[config.mk]
export PLATFORM = sky130hd
export DESIGN_NAME = well512_random_generator_core
export DESIGN_NICKNAME = d
export VERILOG_FILES = /design/src/rtl/well512_pkg.sv /design/src/rtl/well512_ram.sv /design/src/rtl/well512_random_generator_core.sv
export SDC_FILE = /design/constraint.sdc
export NUM_CORES = 2
export LEC_CHECK = 0
export BUFFER_PORTS_ARGS = -buffer_cell sky130_fd_sc_hd__buf_2
export CAP_MARGIN = 20
export CORE_MARGIN = 3
export CORE_UTILIZATION = 40
export DETAILED_ROUTE_END_ITERATION = 10
export GPL_ROUTABILITY_DRIVEN = 0
export PLACE_DENSITY = 0.67
export SYNTH_ARGS = -nofsm -noshare
export SYNTH_HDL_FRONTEND = slang
export SYNTH_SLANG_ARGS = --single-unit
[constraint.sdc]
create_clock -name clk -period 7.1 [get_ports clk]
set_clock_uncertainty 0.05 [all_clocks]
set_input_delay 0.71 -clock clk [delete_from_list [all_inputs] [get_ports clk]]
set_output_delay 0.71 -clock clk [all_outputs]
set_load 0.01 [all_outputs]
[src/rtl/well512_pkg.sv]
package well512_pkg;

	typedef logic [31:0] word_t;
	typedef logic [3:0]  pool_idx_t;

	// Seeding recurrence multiplier and the WELL512 mixing mask
	localparam word_t SEED_MULT   = 32'd1812433253;
	localparam word_t TEMPER_MASK = 32'hDA44_2D24;

	// Tap offsets relative to the rotating position
	localparam pool_idx_t OFS_C13 = 4'd13;
	localparam pool_idx_t OFS_C9  = 4'd9;
	localparam pool_idx_t OFS_A15 = 4'd15;

	localparam pool_idx_t POOL_LAST = 4'd15;

	// Register index decoded from paddr[2]
	localparam logic REG_SEED = 1'b0;

endpackage

[src/rtl/well512_ram.sv]
module well512_ram #(
	parameter int W = 32,
	parameter int D = 16
) (
	input  logic                 clk,
	input  logic                 we,
	input  logic [$clog2(D)-1:0] waddr,
	input  logic [W-1:0]         wdata,
	input  logic [$clog2(D)-1:0] raddr,
	output logic [W-1:0]         rdata
);

	logic [W-1:0] mem_q [D];
	logic [W-1:0] rdata_q;

	always_ff @(posedge clk) begin
		if (we) begin
			mem_q[waddr] <= wdata;
		end
		rdata_q <= mem_q[raddr];
	end

	assign rdata = rdata_q;

endmodule

[src/rtl/well512_random_generator_core.sv]
// A request passes through pool access over the single read port of the pool RAM,
// 32 iterations of a radix-2 restoring divider and one handoff to the output register;
// req_stall holds off the next request until that handoff.
// A request with max_value all ones skips the divider.
// Reset: seed clears to 0 and the pool is reseeded with req_stall high;
// every seed write reruns the same seeding and clears the position.
module well512_random_generator_core (
	input  logic                    clk,
	input  logic                    arst_n,
	// request channel
	input  logic                    req_valid,
	output logic                    req_stall,
	input  well512_pkg::word_t      max_value,
	// response channel
	output logic                    rsp_valid,
	input  logic                    rsp_stall,
	output well512_pkg::word_t      value,
	// configuration port
	input  logic                    psel,
	input  logic                    penable,
	input  logic                    pwrite,
	input  logic [2:0]              paddr,
	input  logic [31:0]             pwdata,
	output logic [31:0]             prdata,
	output logic                    pready
);

	import well512_pkg::*;

	// Sequencer codes
	localparam logic [3:0] ST_SEED0  = 4'd0;   // write pool[0] = seed
	localparam logic [3:0] ST_FMUL   = 4'd1;   // seeding multiply
	localparam logic [3:0] ST_FADD   = 4'd2;   // seeding add and write
	localparam logic [3:0] ST_IDLE   = 4'd3;
	localparam logic [3:0] ST_RD_A   = 4'd4;   // read pool[pos]
	localparam logic [3:0] ST_RD_C13 = 4'd5;   // read pool[pos+13], take a
	localparam logic [3:0] ST_RD_C9  = 4'd6;   // read pool[pos+9], form b
	localparam logic [3:0] ST_RD_A15 = 4'd7;   // read pool[pos+15], form c
	localparam logic [3:0] ST_WR_X   = 4'd8;   // write pool[pos] = x
	localparam logic [3:0] ST_WR_N   = 4'd9;   // write new word at pos+15
	localparam logic [3:0] ST_DIV    = 4'd10;  // remainder iterations
	localparam logic [3:0] ST_DONE   = 4'd11;  // hand result to output register

	logic [3:0]  state_q;
	word_t       seed_q;
	pool_idx_t   pos_q;
	pool_idx_t   fill_idx_q;
	word_t       prev_q;       // last seeded word
	word_t       mul_q;        // registered seeding product
	word_t       a_q, b_q, c_q, d_q;
	word_t       word_q;       // freshly generated word
	word_t       dsr_q;        // max_value + 1
	logic        full_q;       // max_value was all ones
	word_t       rem_q;
	word_t       dvd_q;
	logic [4:0]  cnt_q;
	word_t       res_q;
	word_t       value_q;
	logic        out_valid_q;

	logic        cfg_wr;
	logic        seed_wr;
	logic        req_acc;
	logic        out_load;

	logic        ram_we;
	pool_idx_t   ram_waddr;
	word_t       ram_wdata;
	pool_idx_t   ram_raddr;
	word_t       ram_rdata;

	word_t       fill_word;
	word_t       x_word;
	word_t       new_word;
	logic [32:0] rem_ext;
	logic [32:0] rem_diff;
	word_t       rem_next;

	// APB: always ready, one register at index 0
	assign pready  = 1'b1;
	assign cfg_wr  = psel && penable && pwrite && pready;
	assign seed_wr = cfg_wr && (paddr[2] == REG_SEED);
	assign prdata  = (paddr[2] == REG_SEED) ? seed_q : '0;

	assign req_stall = (state_q != ST_IDLE);
	assign req_acc   = req_valid && !req_stall;

	// Move a finished result into the output register once it is free or draining
	assign out_load  = (state_q == ST_DONE) && (!out_valid_q || !rsp_stall);

	assign rsp_valid = out_valid_q;
	assign value     = value_q;

	// Datapath terms
	assign fill_word = mul_q + word_t'(fill_idx_q);
	assign x_word    = b_q ^ c_q;
	assign new_word  = a_q ^ b_q ^ d_q ^ (a_q << 2) ^ (b_q << 18) ^ (c_q << 28);

	// One restoring step: shift in the next dividend bit, subtract if it fits
	assign rem_ext  = {rem_q, dvd_q[31]};
	assign rem_diff = rem_ext - {1'b0, dsr_q};
	assign rem_next = rem_diff[32] ? rem_ext[31:0] : rem_diff[31:0];

	// Pool RAM ports
	always_comb begin
		ram_we    = 1'b0;
		ram_waddr = pos_q;
		ram_wdata = x_word;
		unique case (state_q)
			ST_SEED0: begin
				ram_we    = 1'b1;
				ram_waddr = '0;
				ram_wdata = seed_q;
			end
			ST_FADD: begin
				ram_we    = 1'b1;
				ram_waddr = fill_idx_q;
				ram_wdata = fill_word;
			end
			ST_WR_X: begin
				ram_we    = 1'b1;
				ram_waddr = pos_q;
				ram_wdata = x_word;
			end
			ST_WR_N: begin
				ram_we    = 1'b1;
				ram_waddr = pos_q + OFS_A15;
				ram_wdata = new_word;
			end
			default: begin
				ram_we = 1'b0;
			end
		endcase
	end

	always_comb begin
		unique case (state_q)
			ST_RD_C13: ram_raddr = pos_q + OFS_C13;
			ST_RD_C9:  ram_raddr = pos_q + OFS_C9;
			ST_RD_A15: ram_raddr = pos_q + OFS_A15;
			default:   ram_raddr = pos_q;
		endcase
	end

	well512_ram #(
		.W(32),
		.D(16)
	) u_pool (
		.clk   (clk),
		.we    (ram_we),
		.waddr (ram_waddr),
		.wdata (ram_wdata),
		.raddr (ram_raddr),
		.rdata (ram_rdata)
	);

	// Sequencer and control state
	always_ff @(posedge clk or negedge arst_n) begin
		if (!arst_n) begin
			state_q    <= ST_SEED0;
			seed_q     <= '0;
			pos_q      <= '0;
			fill_idx_q <= '0;
			cnt_q      <= '0;
		end else if (seed_wr) begin
			// restart seeding from the new seed word
			seed_q     <= pwdata;
			state_q    <= ST_SEED0;
			pos_q      <= '0;
			fill_idx_q <= '0;
			cnt_q      <= '0;
		end else begin
			unique case (state_q)
				ST_SEED0: begin
					fill_idx_q <= 4'd1;
					pos_q      <= '0;
					state_q    <= ST_FMUL;
				end
				ST_FMUL: begin
					state_q <= ST_FADD;
				end
				ST_FADD: begin
					fill_idx_q <= fill_idx_q + 4'd1;
					state_q    <= (fill_idx_q == POOL_LAST) ? ST_IDLE : ST_FMUL;
				end
				ST_IDLE: begin
					if (req_acc) begin
						state_q <= ST_RD_A;
					end
				end
				ST_RD_A:   state_q <= ST_RD_C13;
				ST_RD_C13: state_q <= ST_RD_C9;
				ST_RD_C9:  state_q <= ST_RD_A15;
				ST_RD_A15: state_q <= ST_WR_X;
				ST_WR_X:   state_q <= ST_WR_N;
				ST_WR_N: begin
					// advance position; the new word sits at the old pos+15
					pos_q   <= pos_q + OFS_A15;
					state_q <= full_q ? ST_DONE : ST_DIV;
				end
				ST_DIV: begin
					cnt_q <= cnt_q + 5'd1;
					if (cnt_q == 5'd31) begin
						state_q <= ST_DONE;
					end
				end
				ST_DONE: begin
					if (out_load) begin
						state_q <= ST_IDLE;
					end
				end
				default: begin
					state_q <= ST_SEED0;
				end
			endcase
		end
	end

	// Datapath registers, no reset needed
	always_ff @(posedge clk) begin
		unique case (state_q)
			ST_SEED0: begin
				prev_q <= seed_q;
			end
			ST_FMUL: begin
				mul_q <= word_t'(SEED_MULT * (prev_q ^ (prev_q >> 30)));
			end
			ST_FADD: begin
				prev_q <= fill_word;
			end
			ST_IDLE: begin
				if (req_acc) begin
					dsr_q  <= max_value + 32'd1;
					full_q <= (max_value == '1);
				end
			end
			ST_RD_C13: begin
				a_q <= ram_rdata;
			end
			ST_RD_C9: begin
				b_q <= a_q ^ ram_rdata ^ (a_q << 16) ^ (ram_rdata << 15);
			end
			ST_RD_A15: begin
				c_q <= ram_rdata ^ (ram_rdata >> 11);
			end
			ST_WR_X: begin
				a_q <= ram_rdata;
				d_q <= x_word ^ ((x_word << 5) & TEMPER_MASK);
			end
			ST_WR_N: begin
				word_q <= new_word;
				res_q  <= new_word;
				rem_q  <= '0;
				dvd_q  <= new_word;
			end
			ST_DIV: begin
				rem_q <= rem_next;
				dvd_q <= dvd_q << 1;
				if (cnt_q == 5'd31) begin
					res_q <= rem_next;
				end
			end
			default: begin
				res_q <= res_q;
			end
		endcase
	end

	// Output register: hold while stalled, drop valid once taken
	always_ff @(posedge clk or negedge arst_n) begin
		if (!arst_n) begin
			out_valid_q <= 1'b0;
		end else if (out_load) begin
			out_valid_q <= 1'b1;
		end else if (out_valid_q && !rsp_stall) begin
			out_valid_q <= 1'b0;
		end
	end

	always_ff @(posedge clk) begin
		if (out_load) begin
			value_q <= res_q;
		end
	end

	// A seed write always restarts seeding
	a_seed_restart: assert property (@(posedge clk) disable iff (!arst_n)
		seed_wr |=> (state_q == ST_SEED0))
		else $error("seed write did not restart seeding");

	// A new result only comes out of the handoff state
	a_valid_source: assert property (@(posedge clk) disable iff (!arst_n)
		$rose(out_valid_q) |-> $past(state_q == ST_DONE))
		else $error("result valid raised outside handoff");

	// Position only moves on a generated word or a reseed
	a_pos_stable: assert property (@(posedge clk) disable iff (!arst_n)
		(state_q == ST_IDLE) && $past(state_q == ST_IDLE) |-> $stable(pos_q))
		else $error("position changed while idle");

	// Divider count is parked at zero outside the iterations
	a_cnt_parked: assert property (@(posedge clk) disable iff (!arst_n)
		(state_q != ST_DIV) |-> (cnt_q == 5'd0))
		else $error("divider count not cleared");

	// The raw word passes untouched for a full-range bound
	a_full_range: assert property (@(posedge clk) disable iff (!arst_n)
		out_load && full_q |-> (res_q == word_q))
		else $error("full-range result differs from raw word");

endmodule

==> key figures <==
Yosys
  – Mean Syn Cell Area: 13.8 um2
  – Synth unique cells: 76
  – Post-synth EDFFs: 865
  – #FFs+latches synth: 947
  – Post-synthesis sequential area ratio: 57.4%
  – Ys flop type: edfxtp_1
  – Post-synth top area share: 53.5%
  – Area leader, netlist: edfxtp_1
  – Yosys warns: 0
  – Asr flop ratio synth: 5.28%
  – Post-synthesis instance total: 3516
  – Top post-synthesis cells by area: edfxtp_1 53%, ha_1 6.5%, fa_1 6.1%
  – Post-Syn Nets: 3990
  – Mapped Area: 0.0486 mm2

Routing
  – Antenna Nets Post-Route: 0
  – Final WL: 123000 um
  – Met3 routed WL: 9660 um
  – Via count: 29300
  – Drt pass-1 iters: 6
  – Via density: 5.39
  – Average wire per standard cell: 22.7 um
  – Post-route DRC violation count: 0
  – DR top layer: met4
  – Met1 WL: 52800 um
  – Iter 0 DRT Violations: 3113
  – Met2 routed WL: 56400 um

Timing
  – Endpoints failing setup: 0
  – Max-slew headroom: 28.2%
  – Final Critical Period: 6.68 ns
  – RSZ-0062 raised after global routing: no
  – Period utilization: 94.1%
  – Final hold vios: 0
  – Final WS setup: 0.417 ns
  – Setup TNS: 0 ns
  – Least-Margin Pin Slew: 1.08 ns
  – Slew Limit Fails: 0
  – Achievable clock frequency: 0.150 GHz

Setup path
  – Setup CP Type: reg -> reg
  – CP endpoint kind: flip-flop
  – Setup crit start kind: flip-flop
  – Req. time, crit path: 7.45 ns
  – Crit path arrival time: 7.03 ns
  – Worst-path maximum fanout: 5

Floorplanning
  – Die boundary height: 354 um
  – Full die area: 0.126 mm2
  – Initial core utilization: 40.4%
  – Row count: 127
  – Die Wd: 354 um
  – IO Pins: 141
  – Core area: 0.120 mm2

Job
  – Max cap viols: 0

Global route
  – First-pass GRT wire length: 184000 um
  – Vias in the first global route: 29200
  – Tot GR Track Use: 19.5%
  – Grt total ovfl: 0
  – Initial antenna violation count: 5
  – Largest net degree at the start of global routing: 129

Clock network
  – CTS buffer count: 97
  – H-tree depth: 3
  – CTS Root Cell: clkbuf_16
  – Sink Count: 947
  – Clk pin slew, worst setup/hold paths: 0.07 ns
  – Clock tree buffer depth: 3
  – CTS tree: yes
  – Clk Latency, worst-skew pair: 0.67 ns
  – CTS hold repair buffers: 0

Place
  – Placed cell areas: 0.0517 mm2
  – Place WS: 0.361 ns
  – Port bufs: 137
  – DPL Wire Length: 83500 um

Finish
  – Final net count: 4201
  – Max reg flops: 512
  – Share of layout cells above drive strength 1: 14.8%
  – Reg area: 0.0279 mm2
  – Fin area: 0.0551 mm2
  – Multi-input gate area: 0.0194 mm2
  – Filler cells: 10500
  – Area growth, synth to finish: 13.4%
  – Layout Utilization: 45.8%
  – Register with the most flip-flops: u_pool.mem_q

Worst hold path
  – Worst hold path type: in -> async

Run status
  – Outcome: finished, final reports clean
cells in the final DEF, fill, tap and decap left out, types with 9 or more instances in the layout:
cell,netlist,routed
edfxtp_1,865,865
inv_1,290,289
nand2_1,287,285
ha_1,252,252
xnor2_1,251,250
nor2_1,193,174
fa_1,148,148
xor2_1,139,138
buf_2,17,137
a21oi_1,137,134
mux4_2,128,128
clkbuf_16,0,100
buf_4,9,86
nor2b_1,77,77
o21ai_0,72,65
nand3_1,54,54
dfrtp_1,50,50
a211oi_1,38,38
a31oi_1,36,36
mux2i_1,36,36
dfxtp_1,32,32
nor3_1,31,28
o21ai_1,22,28
a21o_1,24,24
clkbuf_1,82,23
nand4_1,20,20
nor2_4,0,18
nand2b_1,16,16
and3_1,16,15
o21a_1,15,15
a22oi_1,15,15
clkinv_2,0,15
clkinv_1,2,14
o211ai_1,13,13
clkbuf_8,0,12
or3_1,11,11
a22o_1,10,10
bufinv_16,0,10
and4_1,9,9
cell usage after synthesis (54+ instances only):
library cell,n
inv_1,290
mux4_2,128
nor2b_1,77
xnor2_1,251
clkbuf_1,82
ha_1,252
edfxtp_1,865
nand2_1,287
xor2_1,139
fa_1,148
nand3_1,54
nor2_1,193
o21ai_0,72
a21oi_1,137
worst paths after layout:
path,start,end,slack [ns],cells past startpoint
min in group clk,pwdata[24],seed_q[24],0.20,3
max,prev_q[12],mul_q[30],0.42,23
max in group asynchronous,arst_n,seed_q[9],6.38,2
max reg2reg,prev_q[12],mul_q[30],0.42,23
min,arst_n,fill_idx_q[0],0.15,2
min reg2reg,res_q[6],value[6],0.37,0
worst max-delay path, cell delays in order (launching register included):
cell       delay [ns]
edfxtp_1         0.52
ha_1             0.33
ha_1             0.29
fa_1             0.50
inv_1            0.05
fa_1             0.47
inv_1            0.06
fa_1             0.51
inv_1            0.06
fa_1             0.53
inv_1            0.05
fa_1             0.50
inv_1            0.05
fa_1             0.47
inv_1            0.05
ha_1             0.34
a211oi_1         0.23
nand3_1          0.13
nand2b_1         0.16
o21a_1           0.27
a2111oi_2        0.42
o21bai_1         0.12
a21oi_1          0.18
xnor2_1          0.08
what timing repair did:
| action | CTS | global route |
|---|---|---|
| endpoints found under the setup margin | 0 | 3 |
| setup buffers | 0 | 1 |
| gates resized for setup | 0 | 5 |
| endpoints found under the hold margin | 0 | 0 |
metrics by stage:
stage | hold WS [ns] | instances
global placement | 0.351 | 5235
global route | 0.170 | 5423
CTS | 0.126 | 5419
finish | 0.150 | 5425
detailed placement | 0.355 | 5236
floorplan | 0.350 | 3516
area by class of cell:
class	count	share of cell area [%]
repair buffers	229	2.59
flip-flops and latches	947	50.6
clock inverters	48	1.00
diodes	2	0.00908
multi-input cells	2160	35.2
clock buffers	135	5.00
inverters	292	1.99
well taps	1612	3.66
routing by layer:
layer,vias up,global-route usage (%)
met5,-,0
met1,14700,27.7
met3,213,2.95
met4,0,6.69
li1,13100,-
met2,1173,30.6
logic make-up (layout without fill, tap and decap cells):
kind of cell    after synthesis  count (layout)  synth area share (%)
fa+ha+maj                   400             400                  12.6
mux                         167             167                  6.75
buf+inv                     409             704                  3.27
simple gates                749             749                  7.06
compound gates              453             453                  5.92
xor+xnor                    390             390                  7.03
other cells                   1               3               0.00772
flops                       947             947                  57.4
Power is not shown: default switching activity piles up to over one toggle a cycle in this logic, so the estimate is an artifact.
